## config.mk

```make
export PLATFORM = sky130hd
export DESIGN_NAME = hpw_queue
export DESIGN_NICKNAME = d
export VERILOG_FILES = /design/src/hdl/hpw_pkg.sv /design/src/hdl/hpw_queue.sv
export SDC_FILE = /design/constraint.sdc
export NUM_CORES = 1
export LEC_CHECK = 0
export ABC_CLOCK_PERIOD_IN_PS = 7700
export CAP_MARGIN = 20
export CORE_ASPECT_RATIO = 1.25
export CORE_MARGIN = 1.5
export CORE_UTILIZATION = 65
export CTS_CLUSTER_DIAMETER = 50
export CTS_CLUSTER_SIZE = 24
export DETAILED_ROUTE_END_ITERATION = 12
export DONT_BUFFER_PORTS = 1
export PLACE_DENSITY = 0.8
export SLEW_MARGIN = 20
export SYNTH_ARGS = -nofsm -noshare
export SYNTH_HDL_FRONTEND = slang
export SYNTH_SLANG_ARGS = --single-unit
export TNS_END_PERCENT = 100
```

## constraint.sdc

```tcl
create_clock -name clk -period 7.7 [get_ports clk]
set_input_delay 0.385 -clock clk [delete_from_list [all_inputs] [get_ports clk]]
set_output_delay 0.385 -clock clk [all_outputs]
set_load 0.03 [all_outputs]
```

## src/hdl/hpw_pkg.sv

```systemverilog
// ----------------------------------------------------------------------------
// hpw_pkg - shared constants, types and tables for the hemicube weighting
// Face geometry, fixed-point widths, the reciprocal constants for the
// angle division and the quarter-wave cosine table.
// ----------------------------------------------------------------------------
`default_nettype none

package hpw_pkg;

  // Frame geometry (the hemicube faces are cut from this frame)
  localparam int FRAME_WIDTH  = 512;
  localparam int FRAME_HEIGHT = 512;

  localparam int FW2 = FRAME_WIDTH / 2;
  localparam int FW4 = FRAME_WIDTH / 4;
  localparam int FH2 = FRAME_HEIGHT / 2;
  localparam int FH4 = FRAME_HEIGHT / 4;
  localparam int DIM_MAX = (FW2 > FH2) ? FW2 : FH2;

  // Widths
  localparam int BYTE_W  = 8;
  localparam int SUM_W   = 24;
  localparam int CNT_W   = 8;
  localparam int FACE_W  = 3;
  localparam int DIM_W   = $clog2(DIM_MAX) + 1;
  localparam int MW      = DIM_W + 4;               // signed half-pixel offsets
  localparam int AM_W    = $clog2(2 * DIM_MAX);     // magnitude of an offset
  localparam int NLANES  = 4;                       // cam x, cam y, patch x, patch y

  // Lane order
  localparam int LANE_CX = 0;
  localparam int LANE_CY = 1;
  localparam int LANE_PX = 2;
  localparam int LANE_PY = 3;

  // Degrees per half pixel scaled to 1/64 degree: P * 32
  localparam int PK90 = 90 * 32;
  localparam int PK45 = 45 * 32;

  // Angle division: num / f by reciprocal, exact for num < 2^NUM_W, f < 2^DIV_W
  localparam int NUM_W     = $clog2(2 * DIM_MAX * PK90) + 1;
  localparam int DIV_W     = $clog2(DIM_MAX) + 1;
  localparam int RCP_SHIFT = NUM_W + DIV_W;
  localparam int RCP_W     = RCP_SHIFT;
  localparam int PROD_W    = NUM_W + RCP_W;
  localparam int Q_W       = 15;

  localparam logic [RCP_W-1:0] RCP_FW2 =
    RCP_W'(((64'd1 << RCP_SHIFT) + 64'(FW2) - 64'd1) / 64'(FW2));
  localparam logic [RCP_W-1:0] RCP_FW4 =
    RCP_W'(((64'd1 << RCP_SHIFT) + 64'(FW4) - 64'd1) / 64'(FW4));
  localparam logic [RCP_W-1:0] RCP_FH2 =
    RCP_W'(((64'd1 << RCP_SHIFT) + 64'(FH2) - 64'd1) / 64'(FH2));
  localparam logic [RCP_W-1:0] RCP_FH4 =
    RCP_W'(((64'd1 << RCP_SHIFT) + 64'(FH4) - 64'd1) / 64'(FH4));

  localparam logic [NUM_W-1:0] HALF_FW2 = NUM_W'(FW2 / 2);
  localparam logic [NUM_W-1:0] HALF_FW4 = NUM_W'(FW4 / 2);
  localparam logic [NUM_W-1:0] HALF_FH2 = NUM_W'(FH2 / 2);
  localparam logic [NUM_W-1:0] HALF_FH4 = NUM_W'(FH4 / 2);
  localparam logic [NUM_W-1:0] PK90_N   = NUM_W'(PK90);
  localparam logic [NUM_W-1:0] PK45_N   = NUM_W'(PK45);

  // Angles in 1/64 degree, clamped at 90 degrees
  localparam int ANG_W   = 13;
  localparam int ANG_MAX = 90 * 64;

  // Cosine, Q1.15
  localparam int COS_W    = 16;
  localparam int FRAC     = 15;
  localparam int TAB_LAST = 90;
  localparam int TAB_IW   = 7;

  localparam logic [63:0] PI_Q30 = 64'd3373259426;

  // Queue between front and back
  localparam int QDEPTH = 2;
  localparam int QPTR_W = $clog2(QDEPTH);
  localparam int QCNT_W = $clog2(QDEPTH + 1);

  // Face codes
  typedef enum logic [FACE_W-1:0] {
    FACE_FRONT  = 3'd0,
    FACE_TOP    = 3'd1,
    FACE_LEFT   = 3'd2,
    FACE_RIGHT  = 3'd3,
    FACE_BOTTOM = 3'd4
  } face_t;

  // Pixel bytes plus the end-of-face mark, carried down the back pipeline
  typedef struct packed {
    logic [BYTE_W-1:0] red;
    logic [BYTE_W-1:0] green;
    logic [BYTE_W-1:0] blue;
    logic              done;
  } hpw_pix_t;

  // Request classified by the front, queued for the back
  typedef struct packed {
    hpw_pix_t                      pix;
    logic [NLANES-1:0][AM_W-1:0]   am;      // |m| per lane
    logic                          x_side;  // yaw: P=45, f=FW4
    logic                          y_side;  // pitch: P=45, f=FH4
  } hpw_item_t;

  typedef logic [COS_W-1:0] cos_tab_t [0:TAB_LAST];

  // Quarter-wave table, round(32768*cos(k deg)) from a Q30 Taylor series
  function automatic cos_tab_t build_cos_tab();
    cos_tab_t    tab;
    logic [63:0] x;
    logic [63:0] x2;
    logic [63:0] term;
    logic [63:0] v;
    longint      acc;
    for (int k = 0; k <= TAB_LAST; k++) begin
      x    = (64'(k) * PI_Q30) / 64'd180;
      x2   = (x * x) >> 30;
      term = 64'd1 << 30;
      acc  = longint'(term);
      for (int n = 1; n <= 12; n++) begin
        term = (term * x2) >> 30;
        term = term / 64'((2 * n - 1) * (2 * n));
        if ((n % 2) == 1) begin
          acc = acc - longint'(term);
        end else begin
          acc = acc + longint'(term);
        end
      end
      if (acc < 0) begin
        acc = 0;
      end
      v = (64'(acc) + 64'd16384) >> 15;
      if (v > 64'd32768) begin
        v = 64'd32768;
      end
      tab[k] = COS_W'(v);
    end
    return tab;
  endfunction

  localparam cos_tab_t COS_TAB = build_cos_tab();

endpackage

`default_nettype wire

```

## src/hdl/hpw_queue.sv

```systemverilog
// ----------------------------------------------------------------------------
// hpw_queue - two-entry queue between front and back
// Lets the front keep taking pixels while the back is stalled.
// ----------------------------------------------------------------------------
`default_nettype none

module hpw_queue (
  input  wire logic               clk,
  input  wire logic               rst_n,
  input  wire logic               push,
  input  wire hpw_pkg::hpw_item_t push_item,
  output      logic               full,
  input  wire logic               pop,
  output      logic               q_valid,
  output      hpw_pkg::hpw_item_t q_item
);
  import hpw_pkg::*;

  hpw_item_t          mem_r [0:QDEPTH-1];
  logic [QPTR_W-1:0]  wr_ptr_r, rd_ptr_r;
  logic [QCNT_W-1:0]  cnt_r;
  logic               do_pop;

  assign full    = (cnt_r == QCNT_W'(QDEPTH));
  assign q_valid = (cnt_r != '0);
  assign q_item  = mem_r[rd_ptr_r];
  assign do_pop  = pop && q_valid;

  // storage
  always_ff @(posedge clk) begin
    if (push) begin
      mem_r[wr_ptr_r] <= push_item;
    end
  end

  // pointers and fill level
  always_ff @(posedge clk) begin
    if (!rst_n) begin
      wr_ptr_r <= '0;
      rd_ptr_r <= '0;
      cnt_r    <= '0;
    end else begin
      if (push) begin
        wr_ptr_r <= wr_ptr_r + QPTR_W'(1);
      end
      if (do_pop) begin
        rd_ptr_r <= rd_ptr_r + QPTR_W'(1);
      end
      if (push && !do_pop) begin
        cnt_r <= cnt_r + QCNT_W'(1);
      end else if (do_pop && !push) begin
        cnt_r <= cnt_r - QCNT_W'(1);
      end
    end
  end

endmodule

`default_nettype wire

```

# Word level (Yosys, flattened, before mapping)
# Memories as Yosys holds them, arrays and structs flattened. A register that Yosys moved wholly into a read port is not among the register bits.
# Index checks and enable logic that the tools add are counted.
[op_classes]
n_reduce_logical = 7
add_sub_neg = 4
n_mux = 6
eq_ne = 1
[op_table]
columns = ["op", "n"]
rows = [
  ["1-bit two-way mux", 4],
  ["2-bit two-way mux", 2],
  ["2-bit nonzero test", 2],
  ["1-bit logical AND", 3],
  ["1-bit adder (second input constant)", 2],
  ["2-bit by 1-bit adder with 2-bit output (second input constant)", 1],
  ["2-bit equality test (second input constant)", 1],
  ["1-bit zero test", 2],
  ["2-bit by 1-bit subtractor with 2-bit output (second input constant)", 1],
]
[totals]
ram_bits = 126
in_bits = 67
reg_bits = 4
output_inout_bits = 65
memories = 1
word_cells = 22
[memory_table]
columns = ["name", "depth", "word_bits", "rd", "rd_clocked_by_memory_dff", "wr", "line_no", "rtl"]
rows = [
  ["mem_r", 2, 63, 1, 1, 1, "hpw_queue.sv:19", "hpw_item_t mem_r [0:QDEPTH-1];"],
]

# Depth between registers and ports, before layout
[logic_depth]
ltp_word = 5
ltp_mapped = 5
depth_no_buf = 5

# Worst setup path before layout
# No wires, ideal clock.
[synth_timing]
kind = "input port to flip-flop"
from = "input port push"
to = "memory mem_r[0][0] (netlist name), enable pin"
t_arrival_ps = 3188
setup_slack_ps = 4020
cell_stages = 1
setup_time_ps = 493
path_buffers = 0
path_cell_list = "nor2b_1"
[synth_via]
elab_chain_cells = 2
[synth_rtl]
columns = ["item", "line_no", "rtl"]
rows = [
  ["start: declaration", "hpw_queue.sv:10", "input wire logic push,"],
  ["1-bit two-way mux", "hpw_queue.sv:31", "if (push) begin"],
  ["1-bit two-way mux (not written as such)", "hpw_queue.sv:32", "mem_r[wr_ptr_r] <= push_item;"],
  ["end: declaration", "hpw_queue.sv:19", ""],
]
# No other way between the ends.

==> out/results.tsv <==
metric	value	unit
area_growth	28.7	%
fmax	421	MHz
antenna_found_initial	2	
root_buffer	clkbuf_8	
max_slew_margin	46.4	%
vias	2391	
synth-simple-area-share	1.18	%
p_total	2210	uW
whs	0.0625	ns
hold_violations	0	
clock_latency	0.50	ns
synthAdderAreaFrac	0.263	%
num_rows	34	
hp-class	input port to flop	
synth_top_family_by_area	multiplexers	
grt_pass1_vias	2620	
die-area	7850	um2
grt.total_usage	28.3	%
synthMuxAreaShare	14.9	%
drv_cap	0	
drive_gt1_share	31.9	%
synthFlopType	edfxtp_1	
cts_resized	0	
slowest_delay	0.61	ns
synth_common_cells	edfxtp_1, mux2_2, buf_4	
portBuffers	0	
wirelength	10.6	mm
setup_slack	5.32	ns
cts_setup_buffers	0	
viasPerCell	5.95	
worstPathArrival	1.99	ns
syn_nets	286	
io-pin-count	132	
crit_buf_inv	1	
path_delay_family	buffers and inverters	
crit_required	7.32	ns
nets	365	
ys_ff_latch	131	
irDropWorstVdd	0.333	mV
dp_hpwl	4.83	mm
synth_warnings	0	
syn_avg_cell_area	21.9	um2
status	completed	
synth_cells	218	
synthTopCellsByArea	edfxtp_1, mux2_2, dfxtp_1	
layoutNonFillerInstCount	402	
synth_compound_area_share	0.525	%
worstPathCellList	buf_4, mux2_2	
tightest_slew	0.804	ns
cp_slowest_cell	buf_4	
finalSetupViolations	0	
synth.most_common_cell	edfxtp_1	
cts_max_path_buffers	2	
finalMaxSlewViolations	0	
synth-xor-area-share	0.552	%
synth_top_area_share	79.4	%
syn_area	4760	um2
ys_seq_area_share	81.5	%
numCtsBuffers	17	
cp_max_fo	63	
dp_cells	304	
fin_setup_tns	0	ns
async_flop_share	0	%
fillerInstances	267	
drtIter0Drc	149	
clkTransAtPathRegs	0.06	ns
yosysTopAreaCell	edfxtp_1	
drt_first_pass_iters	5	
synth_edf_count	126	
h-tree-depth	4	
leakage	0.00209	uW
fp.dieH	98.7	um
start_kind	flop	
coreArea	7020	um2
dp_slack	5.88	ns
overflow	0	
wl_per_cell	26.5	um
period_share	30.9	%
path_class	flop to output pin	
grt_max_degree	64	
ant_nets	0	
cts_tree	yes	
skew	0.00784	ns
start_util	67.9	%
cp-end-kind	output pin	
routabilityCongestion	0.656	
cts_sinks	131	
powerDensity	360	nW/um2
rsz0062_at_grt	false	
grt_first_pass_wirelength	15.3	mm
yosysUniqueCellTypes	16	
die_x	79.6	um
drc_errors	0	
finalCriticalPeriod	2.38	ns
[metrics by stage]
| stage | cell area [um2] | utilization (%) |
|---|---|---|
| 2_1_floorplan | 4760 | - |
| 3_3_place_gp | 4860 | 69.2 |
| 3_5_place_dp | 4860 | 69.2 |
| 4_1_cts | 6130 | 87.3 |
| 5_1_grt | 6130 | 87.3 |
| 6_report | 6130 | 87.3 |
[flip-flops by register name, indices dropped and copies added, names as in the netlist, named ones only]
register / flops
cnt_r: 2
wr_ptr_r: 1
mem_r: 126
rd_ptr_r: 1
[repair_timing]
| action | in CTS | in global routing |
|---|---|---|
| hold buffers | 64 | 0 |
| hold endpoints to repair | 129 | 0 |
| endpoints found under the setup margin | 0 | 0 |
[placed cells by master, fill, tap and decap left out, drive strengths merged, types with 2 or more instances in the layout]
master,Yosys,layout
clkinv,0,7
dlygate4sd3,0,64
dfxtp,5,5
and2,4,4
bufinv,0,5
edfxtp,126,126
diode,0,2
clkinvlp,0,2
o21ai,2,2
nor2b,3,3
xnor2,2,2
clkbuf,0,17
mux2,63,63
buf,7,3
[cell families after synthesis]
group,count (synthesis)
fa+ha+maj,1
xor+xnor,3
buf+inv,7
simple gates,9
flops,131
compound gates,4
mux,63
[routing by layer]
metal / wire [um] / up-vias / track usage (%)
met4: 354 / 0 / 13.5
met2: 5940 / 129 / 48.8
met5: 0 / - / 0
li1: - / 1023 / -
met1: 3700 / 1215 / 29.9
met3: 643 / 24 / 10.8
[cell type report]
type,instances,area (um2),area share [%]
repair buffers,67,663,10.8
diodes,2,5.00,0.0816
flip-flops and latches,131,3880,63.4
clock buffers,17,414,6.76
well taps,90,113,1.84
multi-input cells,80,838,13.7
clock inverters,15,213,3.47
[power breakdown]
| part | switching, uW | internal [uW] |
|---|---|---|
| clock | 295 | 556 |
| combinational | 344 | 159 |
| sequential | 20.6 | 831 |
| total | 660 | 1550 |
[worst paths after layout]
check / endpoint / slack, ns / from / cells past startpoint
worst max-delay path: q_item[28] / 5.32 / flop / 2
worst min-delay path: cnt_r[1] / 0.06 / rst_n / 1
worst max register to register: mem_r[0][35] / 5.86 / wr_ptr_r / 2
worst min register to register: cnt_r[1] / 0.60 / cnt_r[1] / 2
Note: power is estimated with default switching activity, not from simulation.
