### src/hdl/hpw_pkg.sv
// ----------------------------------------------------------------------------
// hpw_pkg - shared constants, types and tables for the hemicube weighting
// Face geometry, fixed-point widths, the reciprocal constants for the
// angle division and the quarter-wave cosine table.
// ----------------------------------------------------------------------------
`default_nettype none

package hpw_pkg;

  // Frame geometry (the hemicube faces are cut from this frame)
  localparam int FRAME_WIDTH  = 512;
  localparam int FRAME_HEIGHT = 512;

  localparam int FW2 = FRAME_WIDTH / 2;
  localparam int FW4 = FRAME_WIDTH / 4;
  localparam int FH2 = FRAME_HEIGHT / 2;
  localparam int FH4 = FRAME_HEIGHT / 4;
  localparam int DIM_MAX = (FW2 > FH2) ? FW2 : FH2;

  // Widths
  localparam int BYTE_W  = 8;
  localparam int SUM_W   = 24;
  localparam int CNT_W   = 8;
  localparam int FACE_W  = 3;
  localparam int DIM_W   = $clog2(DIM_MAX) + 1;
  localparam int MW      = DIM_W + 4;               // signed half-pixel offsets
  localparam int AM_W    = $clog2(2 * DIM_MAX);     // magnitude of an offset
  localparam int NLANES  = 4;                       // cam x, cam y, patch x, patch y

  // Lane order
  localparam int LANE_CX = 0;
  localparam int LANE_CY = 1;
  localparam int LANE_PX = 2;
  localparam int LANE_PY = 3;

  // Degrees per half pixel scaled to 1/64 degree: P * 32
  localparam int PK90 = 90 * 32;
  localparam int PK45 = 45 * 32;

  // Angle division: num / f by reciprocal, exact for num < 2^NUM_W, f < 2^DIV_W
  localparam int NUM_W     = $clog2(2 * DIM_MAX * PK90) + 1;
  localparam int DIV_W     = $clog2(DIM_MAX) + 1;
  localparam int RCP_SHIFT = NUM_W + DIV_W;
  localparam int RCP_W     = RCP_SHIFT;
  localparam int PROD_W    = NUM_W + RCP_W;
  localparam int Q_W       = 15;

  localparam logic [RCP_W-1:0] RCP_FW2 =
    RCP_W'(((64'd1 << RCP_SHIFT) + 64'(FW2) - 64'd1) / 64'(FW2));
  localparam logic [RCP_W-1:0] RCP_FW4 =
    RCP_W'(((64'd1 << RCP_SHIFT) + 64'(FW4) - 64'd1) / 64'(FW4));
  localparam logic [RCP_W-1:0] RCP_FH2 =
    RCP_W'(((64'd1 << RCP_SHIFT) + 64'(FH2) - 64'd1) / 64'(FH2));
  localparam logic [RCP_W-1:0] RCP_FH4 =
    RCP_W'(((64'd1 << RCP_SHIFT) + 64'(FH4) - 64'd1) / 64'(FH4));

  localparam logic [NUM_W-1:0] HALF_FW2 = NUM_W'(FW2 / 2);
  localparam logic [NUM_W-1:0] HALF_FW4 = NUM_W'(FW4 / 2);
  localparam logic [NUM_W-1:0] HALF_FH2 = NUM_W'(FH2 / 2);
  localparam logic [NUM_W-1:0] HALF_FH4 = NUM_W'(FH4 / 2);
  localparam logic [NUM_W-1:0] PK90_N   = NUM_W'(PK90);
  localparam logic [NUM_W-1:0] PK45_N   = NUM_W'(PK45);

  // Angles in 1/64 degree, clamped at 90 degrees
  localparam int ANG_W   = 13;
  localparam int ANG_MAX = 90 * 64;

  // Cosine, Q1.15
  localparam int COS_W    = 16;
  localparam int FRAC     = 15;
  localparam int TAB_LAST = 90;
  localparam int TAB_IW   = 7;

  localparam logic [63:0] PI_Q30 = 64'd3373259426;

  // Queue between front and back
  localparam int QDEPTH = 2;
  localparam int QPTR_W = $clog2(QDEPTH);
  localparam int QCNT_W = $clog2(QDEPTH + 1);

  // Face codes
  typedef enum logic [FACE_W-1:0] {
    FACE_FRONT  = 3'd0,
    FACE_TOP    = 3'd1,
    FACE_LEFT   = 3'd2,
    FACE_RIGHT  = 3'd3,
    FACE_BOTTOM = 3'd4
  } face_t;

  // Pixel bytes plus the end-of-face mark, carried down the back pipeline
  typedef struct packed {
    logic [BYTE_W-1:0] red;
    logic [BYTE_W-1:0] green;
    logic [BYTE_W-1:0] blue;
    logic              done;
  } hpw_pix_t;

  // Request classified by the front, queued for the back
  typedef struct packed {
    hpw_pix_t                      pix;
    logic [NLANES-1:0][AM_W-1:0]   am;      // |m| per lane
    logic                          x_side;  // yaw: P=45, f=FW4
    logic                          y_side;  // pitch: P=45, f=FH4
  } hpw_item_t;

  typedef logic [COS_W-1:0] cos_tab_t [0:TAB_LAST];

  // Quarter-wave table, round(32768*cos(k deg)) from a Q30 Taylor series
  function automatic cos_tab_t build_cos_tab();
    cos_tab_t    tab;
    logic [63:0] x;
    logic [63:0] x2;
    logic [63:0] term;
    logic [63:0] v;
    longint      acc;
    for (int k = 0; k <= TAB_LAST; k++) begin
      x    = (64'(k) * PI_Q30) / 64'd180;
      x2   = (x * x) >> 30;
      term = 64'd1 << 30;
      acc  = longint'(term);
      for (int n = 1; n <= 12; n++) begin
        term = (term * x2) >> 30;
        term = term / 64'((2 * n - 1) * (2 * n));
        if ((n % 2) == 1) begin
          acc = acc - longint'(term);
        end else begin
          acc = acc + longint'(term);
        end
      end
      if (acc < 0) begin
        acc = 0;
      end
      v = (64'(acc) + 64'd16384) >> 15;
      if (v > 64'd32768) begin
        v = 64'd32768;
      end
      tab[k] = COS_W'(v);
    end
    return tab;
  endfunction

  localparam cos_tab_t COS_TAB = build_cos_tab();

endpackage

`default_nettype wire

### src/hdl/hpw_if.sv
// ----------------------------------------------------------------------------
// hpw_if - valid/ready channels of the hemicube weighting block
// Pixel input, weighted result and face_select configuration channels.
// ----------------------------------------------------------------------------
`default_nettype none

interface hpw_in_if;
  import hpw_pkg::*;
  logic              valid;
  logic              ready;
  logic [BYTE_W-1:0] red_in;
  logic [BYTE_W-1:0] green_in;
  logic [BYTE_W-1:0] blue_in;

  modport source (output valid, output red_in, output green_in, output blue_in,
                  input ready);
  modport sink   (input valid, input red_in, input green_in, input blue_in,
                  output ready);
endinterface


interface hpw_cfg_if;
  import hpw_pkg::*;
  logic              valid;
  logic              ready;
  logic [FACE_W-1:0] face_select;

  modport source (output valid, output face_select, input ready);
  modport sink   (input valid, input face_select, output ready);
endinterface

`default_nettype wire

### src/hdl/hpw_front.sv
// ----------------------------------------------------------------------------
// hpw_front - pixel intake and classification
// Holds face_select, tracks column and row, and turns them into the four
// half-pixel offsets and the face geometry flags queued for the back end.
// ----------------------------------------------------------------------------
`default_nettype none

module hpw_front (
  input  wire logic              clk,
  input  wire logic              rst_n,
  hpw_in_if.sink                 in_ch,
  hpw_cfg_if.sink                cfg_ch,
  input  wire logic              q_full,
  output      logic              q_push,
  output      hpw_pkg::hpw_item_t q_item,
  output      logic              cfg_clr
);
  import hpw_pkg::*;

  logic [FACE_W-1:0] face_sel_r;
  logic [CNT_W-1:0]  col_r, col_nxt;
  logic [CNT_W-1:0]  row_r, row_nxt;

  logic              x_side, y_side;
  logic [DIM_W-1:0]  fw, fh;
  logic signed [MW-1:0] w_s, h_s, c2p1, r2p1;
  logic signed [MW-1:0] mcx, mcy, mpx, mpy;
  logic              last_col, done, accept;

  function automatic logic [AM_W-1:0] mag(input logic signed [MW-1:0] m);
    logic signed [MW-1:0] a;
    a = (m < 0) ? -m : m;
    return a[AM_W-1:0];
  endfunction

  // configuration: always ready, a write restarts the face
  assign cfg_ch.ready = 1'b1;
  assign cfg_clr      = cfg_ch.valid;

  assign in_ch.ready = !q_full;
  assign accept      = in_ch.valid && !q_full;
  assign q_push      = accept;

  // face decode; unused codes act as front
  always_comb begin
    x_side = 1'b0;
    y_side = 1'b0;
    case (face_sel_r)
      FACE_TOP:    y_side = 1'b1;
      FACE_LEFT:   x_side = 1'b1;
      FACE_RIGHT:  x_side = 1'b1;
      FACE_BOTTOM: y_side = 1'b1;
      default:     ;
    endcase
  end

  assign fw   = x_side ? DIM_W'(FW4) : DIM_W'(FW2);
  assign fh   = y_side ? DIM_W'(FH4) : DIM_W'(FH2);
  assign w_s  = signed'(MW'(fw));
  assign h_s  = signed'(MW'(fh));
  assign c2p1 = signed'(MW'({col_r, 1'b1}));
  assign r2p1 = signed'(MW'({row_r, 1'b1}));

  // half-pixel offsets from the view direction and the patch normal
  always_comb begin
    mcx = w_s - c2p1;
    mpx = mcx;
    mcy = h_s - r2p1;
    mpy = mcy;
    case (face_sel_r)
      FACE_TOP: begin
        mcy = (h_s <<< 1) - r2p1;
        mpy = (h_s <<< 1) + r2p1;
      end
      FACE_LEFT: begin
        mcx = MW'(2) - c2p1;
        mpx = (w_s <<< 2) - c2p1;
      end
      FACE_RIGHT: begin
        mcx = (w_s <<< 1) - c2p1;
        mpx = (w_s <<< 1) + c2p1;
      end
      FACE_BOTTOM: begin
        mcy = MW'(2) - r2p1;
        mpy = (h_s <<< 2) - r2p1;
      end
      default: ;
    endcase
  end

  assign last_col = (DIM_W'(col_r) + DIM_W'(1)) >= fw;
  assign done     = last_col && ((DIM_W'(row_r) + DIM_W'(1)) >= fh);

  always_comb begin
    q_item.pix.red       = in_ch.red_in;
    q_item.pix.green     = in_ch.green_in;
    q_item.pix.blue      = in_ch.blue_in;
    q_item.pix.done      = done;
    q_item.am[LANE_CX]   = mag(mcx);
    q_item.am[LANE_CY]   = mag(mcy);
    q_item.am[LANE_PX]   = mag(mpx);
    q_item.am[LANE_PY]   = mag(mpy);
    q_item.x_side        = x_side;
    q_item.y_side        = y_side;
  end

  // raster position
  always_comb begin
    col_nxt = col_r;
    row_nxt = row_r;
    if (cfg_clr) begin
      col_nxt = '0;
      row_nxt = '0;
    end else if (accept) begin
      if (done) begin
        col_nxt = '0;
        row_nxt = '0;
      end else if (last_col) begin
        col_nxt = '0;
        row_nxt = row_r + CNT_W'(1);
      end else begin
        col_nxt = col_r + CNT_W'(1);
      end
    end
  end

  always_ff @(posedge clk) begin
    if (!rst_n) begin
      face_sel_r <= FACE_FRONT;
      col_r      <= '0;
      row_r      <= '0;
    end else begin
      if (cfg_clr) begin
        face_sel_r <= cfg_ch.face_select;
      end
      col_r <= col_nxt;
      row_r <= row_nxt;
    end
  end

endmodule

`default_nettype wire

### src/flat_wrapper.sv
// flat-port wrapper written by rule: the top's interface ports become plain ports
module hpw_front_flat import hpw_pkg::*;
  (clk, rst_n, q_full, q_push, q_item, cfg_clr, in_ch_valid, in_ch_red_in, in_ch_green_in, in_ch_blue_in, in_ch_ready, cfg_ch_valid, cfg_ch_face_select, cfg_ch_ready);
  hpw_in_if in_ch_i ();
  hpw_cfg_if cfg_ch_i ();
  input  wire logic clk;
  input  wire logic rst_n;
  input  wire logic q_full;
  output      logic q_push;
  output      hpw_pkg::hpw_item_t q_item;
  output      logic cfg_clr;
  input wire logic [$bits(in_ch_i.valid)-1:0] in_ch_valid;
  input wire logic [$bits(in_ch_i.red_in)-1:0] in_ch_red_in;
  input wire logic [$bits(in_ch_i.green_in)-1:0] in_ch_green_in;
  input wire logic [$bits(in_ch_i.blue_in)-1:0] in_ch_blue_in;
  output wire logic [$bits(in_ch_i.ready)-1:0] in_ch_ready;
  input wire logic [$bits(cfg_ch_i.valid)-1:0] cfg_ch_valid;
  input wire logic [$bits(cfg_ch_i.face_select)-1:0] cfg_ch_face_select;
  output wire logic [$bits(cfg_ch_i.ready)-1:0] cfg_ch_ready;
  assign in_ch_i.valid = in_ch_valid;
  assign in_ch_i.red_in = in_ch_red_in;
  assign in_ch_i.green_in = in_ch_green_in;
  assign in_ch_i.blue_in = in_ch_blue_in;
  assign in_ch_ready = in_ch_i.ready;
  assign cfg_ch_i.valid = cfg_ch_valid;
  assign cfg_ch_i.face_select = cfg_ch_face_select;
  assign cfg_ch_ready = cfg_ch_i.ready;
  hpw_front u_core (.clk(clk), .rst_n(rst_n), .in_ch(in_ch_i), .cfg_ch(cfg_ch_i), .q_full(q_full), .q_push(q_push), .q_item(q_item), .cfg_clr(cfg_clr));
endmodule
### config.mk
export PLATFORM = sky130hd
export DESIGN_NAME = hpw_front_flat
export DESIGN_NICKNAME = d
export VERILOG_FILES = /design/src/hdl/hpw_pkg.sv /design/src/hdl/hpw_if.sv /design/src/hdl/hpw_front.sv /design/src/flat_wrapper.sv
export SDC_FILE = /design/constraint.sdc
export NUM_CORES = 1
export LEC_CHECK = 0
export BUFFER_PORTS_ARGS = -buffer_cell sky130_fd_sc_hd__buf_2
export CORE_MARGIN = 1
export CORE_UTILIZATION = 30
export DETAILED_ROUTE_END_ITERATION = 12
export PLACE_DENSITY_LB_ADDON = 0.3
export SYNTH_ARGS = -nofsm -noshare
export SYNTH_HDL_FRONTEND = slang
export SYNTH_SLANG_ARGS = --single-unit
### constraint.sdc
create_clock -name clk -period 3.33 [get_ports clk]
set_clock_uncertainty 0.2 [all_clocks]
set_input_delay 0.1665 -clock clk [delete_from_list [all_inputs] [get_ports clk]]
set_output_delay 0.1665 -clock clk [all_outputs]
set_load 0.1 [all_outputs]
Word level (Yosys, flattened, before mapping)
Cells that the tools add are included.
{"block": "totals", "ff_bits": 19, "output_inout_bits": 67, "elab_cells": 56}
{"block": "classes", "add_sub_neg": 18, "magnitude_cmp": 6, "eq_ne": 4, "mux": 16, "bitwise": 1, "n_reduce_logical": 8}
{"cell": "$pmux W13 S2", "count": 4}
{"cell": "$mux W9", "count": 6}
{"cell": "$lt A13 B1 Y1 const B", "count": 4}
{"cell": "$neg A9 Y9", "count": 4}
{"cell": "$mux W8", "count": 4}
{"cell": "$sub A11 B9 Y12", "count": 2}
{"cell": "$add A10 B9 Y11", "count": 2}
{"cell": "$sub A10 B9 Y11", "count": 2}
{"cell": "$sub A2 B9 Y10 const A", "count": 2}
{"cell": "$sub A9 B9 Y10", "count": 2}
{"cell": "$add A8 B1 Y9 const B", "count": 2}
{"cell": "$ge A9 B9 Y1", "count": 2}
{"cell": "$add A8 B1 Y8 const B", "count": 2}
{"cell": "$eq A3 B2 Y1 const B", "count": 2}
{"cell": "$reduce_or A2 Y1", "count": 3}
{"cell": "$eq A3 B1 Y1 const B", "count": 1}
{"cell": "$eq A3 B3 Y1 const B", "count": 1}
{"cell": "$logic_and A1 B1 Y1", "count": 2}
{"cell": "$mux W1", "count": 2}
{"cell": "$reduce_and A2 Y1", "count": 1}
{"cell": "$reduce_bool A2 Y1", "count": 1}
{"cell": "$logic_not A1 Y1", "count": 1}
{"cell": "$not A1 Y1", "count": 1}

Logic depth before layout (Yosys ltp)
{"block": "logic_depth", "word_depth": 8, "depth_mapped": 12}

Worst setup path before layout
OpenSTA, ideal clock, no wires.
{"block": "synth_timing", "path_type": "register to output", "start": "reg u_core.face_sel_r[0]", "end": "out q_item[19] (netlist name)", "arrival_time_ps": 3287, "t_required_ps": 2964, "slack_ps": -323, "path_stages_with_launch": 10, "path_cell_list": "dfxtp_1 nor2_1 nand2_2 nand2_1 inv_1 nor2_1 fa_1 o211ai_1 o21ai_0 xnor2_1"}
{"item": "from (decl)", "line": "hpw_front.sv:20", "rtl": "logic [FACE_W-1:0] face_sel_r;"}
{"item": "from (signal assigned)", "line": "hpw_front.sv:134", "rtl": "face_sel_r <= cfg_ch.face_select;"}
{"item": "to (decl)", "line": "flat_wrapper.sv:10", "rtl": "output hpw_pkg::hpw_item_t q_item;"}

==> results.py <==
metrics = {
    "timing": {
        "rsz0062_at_grt": "false",
        "worstMarginPinSlew_ns": 0.6800,
        "finalCriticalPeriod_ns": 3.152,
        "relSlewSlack_pct": 54.57,
        "slew_violations": 0,
        "finalSetupViolations": 0,
        "period_share_pct": 94.64,
        "fin_ws_ns": 0.1784,
        "fmax_mhz": 317.3,
        "hold_violations": 0,
        "setup_tns_ns": 0,
    },
    "synth": {
        "ys.flop_type": "dfxtp_1",
        "ys_ff_latch": 19,
        "synth-edff-count": 0,
        "synth_warnings": 0,
        "syn_area_um2": 2323,
        "ys_seq_area_share_pct": 16.37,
        "syn_area_per_cell_um2": 7.797,
        "synth_cells": 298,
        "synthArstFlopShare_pct": 0,
        "synth_cell_types": 54,
    },
    "global_route": {
        "antenna_found_initial": 0,
        "overflow": 0,
        "grt_max_degree": 15,
        "grt_pass1_vias": 1858,
        "grtUsageTotal_pct": 12.89,
        "grt_pass1_wl_um": 8838,
    },
    "pwr": {
        "power_density_nw_per_um2": 436.0,
        "p_switching_uw": 701.5,
        "seq_power_share_pct": 19.6,
        "ir_worst_vdd_mv": 0.2478,
        "intPower_uw": 490.0,
        "p_comb_share_pct": 67.0,
        "pwr-share-clk_pct": 13.5,
        "swShare_pct": 58.87,
        "leakage_nw": 1.104,
    },
    "clock_network": {
        "cts_sinks": 19,
        "cts_tree": "done",
        "numCtsBuffers": 3,
        "clk_latency_ns": 0.25,
        "cts_setup_buffers": 0,
        "root_buffer": "clkbuf_8",
        "h-tree-depth": 1,
        "clk_path_buf_depth": 2,
        "path_clk_slew_ns": 0.07,
    },
    "layout": {
        "fin_nets": 360,
        "num_antenna_cells": 0,
        "syn_to_final_growth_pct": 17.61,
        "fin_area_um2": 2733,
        "drive_gt1_share_pct": 24.28,
        "fin_cells": 412,
        "nFillCells": 778,
        "fin_util_pct": 37.08,
    },
    "placement": {
        "dp.cells": 402,
        "post_dp_cell_area_um2": 2601,
        "pre_cts_ws_ns": 0.3711,
        "dpl.hpwl_um": 3873,
        "portBuffers": 45,
        "gp_congestion": 0.8118,
    },
    "setup_path": {
        "end_kind": "primary output",
        "r2r_slack_ns": 0.45,
        "cp.arrival_ns": 2.79,
        "timing.critical_path.buf_inv": 2,
        "slowest_stage": "dfxtp_1",
        "critPathMostFrequentCell": "nor2_1",
        "crit_path_max_incr_delay_ns": 0.45,
        "critPathKind": "flip-flop to primary output",
        "crit_required_ns": 2.96,
        "crit_chain": "nor2_1, nand2_2, nand2_1, inv_1, nor2_1, fa_1, o22ai_1, a21oi_4, xnor2_1, clkbuf_4",
        "cp_top_family": "simple AND/OR/NAND/NOR gates",
        "start_kind": "flip-flop",
        "cp_max_fo": 8,
    },
    "drt": {
        "drtIter0Drc": 66,
        "detail-route-antenna-nets": 0,
        "wl_um": 5143,
        "first_pass_iters": 4,
        "via_count": 1968,
        "drc": 0,
        "wl_per_cell_um": 12.48,
        "viasPerCell": 4.777,
    },
    "min_path": {
        "min_path_type": "primary input to flip-flop",
    },
    "status": {
        "status": "complete, no violations",
    },
    "die": {
        "die_h_um": 90.01,
        "ios": 99,
        "coreArea_um2": 7370,
        "die_w_um": 90.01,
        "core.rowCount": 31,
        "die-area_um2": 8101,
        "start_util_pct": 31.53,
    },
    "flow_run": {
        "maxCapViolations": 0,
    },
}
[cells in the mapped netlist (all sizes together) (2+ instances only)]
library cell  instances  share of area [%]
xor2                  9                3.4
a21oi                 7                2.2
nand3                 3               0.65
or3                   4                1.1
o211ai                2               0.65
a32o                  4                1.7
or2                   3               0.81
nor2b                 5                1.3
o21ai                13                2.8
and3                 12                3.4
nand2b                4                1.1
nor2                 14                2.3
nand2                24                4.0
xnor2                42                 16
fa                    2                1.7
clkbuf               11                1.8
o32ai                 2               0.75
a21o                  3               0.97
buf                  40                 13
a31oi                 2               0.54
and4                  2               0.75
dfxtp                19                 16
and2                  5                1.3
mux2i                 4                1.7
a211oi                3               0.97
nor3b                 7                2.3
ha                   12                6.5
o22ai                 3               0.81
a22oi                 2               0.65
inv                  12                1.9
nand4                 2               0.54
nor3                  9                2.2
[layout make-up]
class	instances	area (um2)	share of cell area, %
Clock buffer	4	45.04	1.648
Inverter	13	48.80	1.786
Multi-Input combinational cell	219	1655	60.58
Sequential cell	19	381.6	13.97
Tap cell	99	123.9	4.533
Timing Repair Buffer	58	478.0	17.49
[metrics by stage]
step | power (mW) | hold WS (ns)
CTS | 1.193 | 0.1000
global placement | 1.024 | 0.1337
finish | 1.192 | 0.1008
detailed placement | 1.024 | 0.1337
global route | 1.238 | 0.1204
floorplan | 1.036 | 0.09467
[tightest hold or removal path: stages]
cell	delay (ns)
buf_2	0.07
nand2_1	0.11
nand2_1	0.10
a21oi_1	0.05
[layer usage]
layer  vias up  wire (um)  GRT usage (%)  share of wire, %
li1       1009          -              -                 -
met1       906       2540          17.05                49
met2        51       2346          21.18                46
met3         2        230          2.623               4.5
met4         0         26          3.495              0.51
met5         -          0              0                 0
[cell families (layout without fill, tap and decap cells)]
logic type	count (synthesis)	count (layout)	share of synthesized area, %
AND/OR/NAND/NOR	96	96	22.29
buffers and inverters	64	75	16.48
AO/OA/AOI/OAI	49	49	15.56
flip-flops	19	19	16.37
adder cells (fa/ha/maj)	14	14	8.185
multiplexers	4	4	1.723
other	1	5	0.1614
XOR/XNOR	51	51	19.22
[sequential cells by signal, summed over array words and instances, names as in the netlist]
signal             cells
u_core.face_sel_r      3
u_core.row_r           8
u_core.col_r           8
[power by group through the flow]
| stage | Sequential, mW | Combinational [mW] | Clock (mW) |
|---|---|---|---|
| CTS | 0.233 | 0.793 | 0.167 |
| floorplan | 0.238 | 0.799 | 0 |
| global route | 0.234 | 0.825 | 0.179 |
| finish | 0.233 | 0.798 | 0.160 |
| global placement | 0.239 | 0.785 | 0 |
| detailed placement | 0.239 | 0.786 | 0 |
[what timing repair did]
action                     CTS  global route
hold buffers                 6             0
hold endpoints to repair     3             0
setup endpoints to repair    0             9
gates resized for setup      0            11
[cells in the final DEF, fill, tap and decap left out, types with 3 or more instances in the layout]
master,instances
xnor2_1,32
buf_2,29
nand2_1,23
dfxtp_1,18
nor2_1,13
inv_1,12
and3_1,11
ha_1,11
xnor2_2,10
xor2_1,9
o21ai_0,9
nor3_1,8
clkbuf_4,8
buf_12,8
nor3b_1,7
buf_4,7
dlygate4sd3_1,6
and2_1,5
a21oi_1,5
nor2b_1,5
conb_1,5
nand2b_1,4
or3_1,4
o21ai_1,4
mux2i_1,4
a32o_1,4
o22ai_1,3
nand3_1,3
a211oi_1,3
a21o_1,3
clkbuf_8,3
[worst paths after layout]
path / endpoint / depth (start not counted) / from
max reg2reg: u_core.row_r[1]$_SDFFE_PP0P_ / 12 / u_core.col_r[0]$_SDFFE_PP0P_
min: u_core.col_r[0]$_SDFFE_PP0P_ / 4 / in_ch_valid
min reg2reg: u_core.row_r[7]$_SDFFE_PP0P_ / 2 / u_core.row_r[7]$_SDFFE_PP0P_
max: q_item[12] / 10 / u_core.face_sel_r[0]$_SDFFE_PN0P_
(Power assumes the default switching activity.)
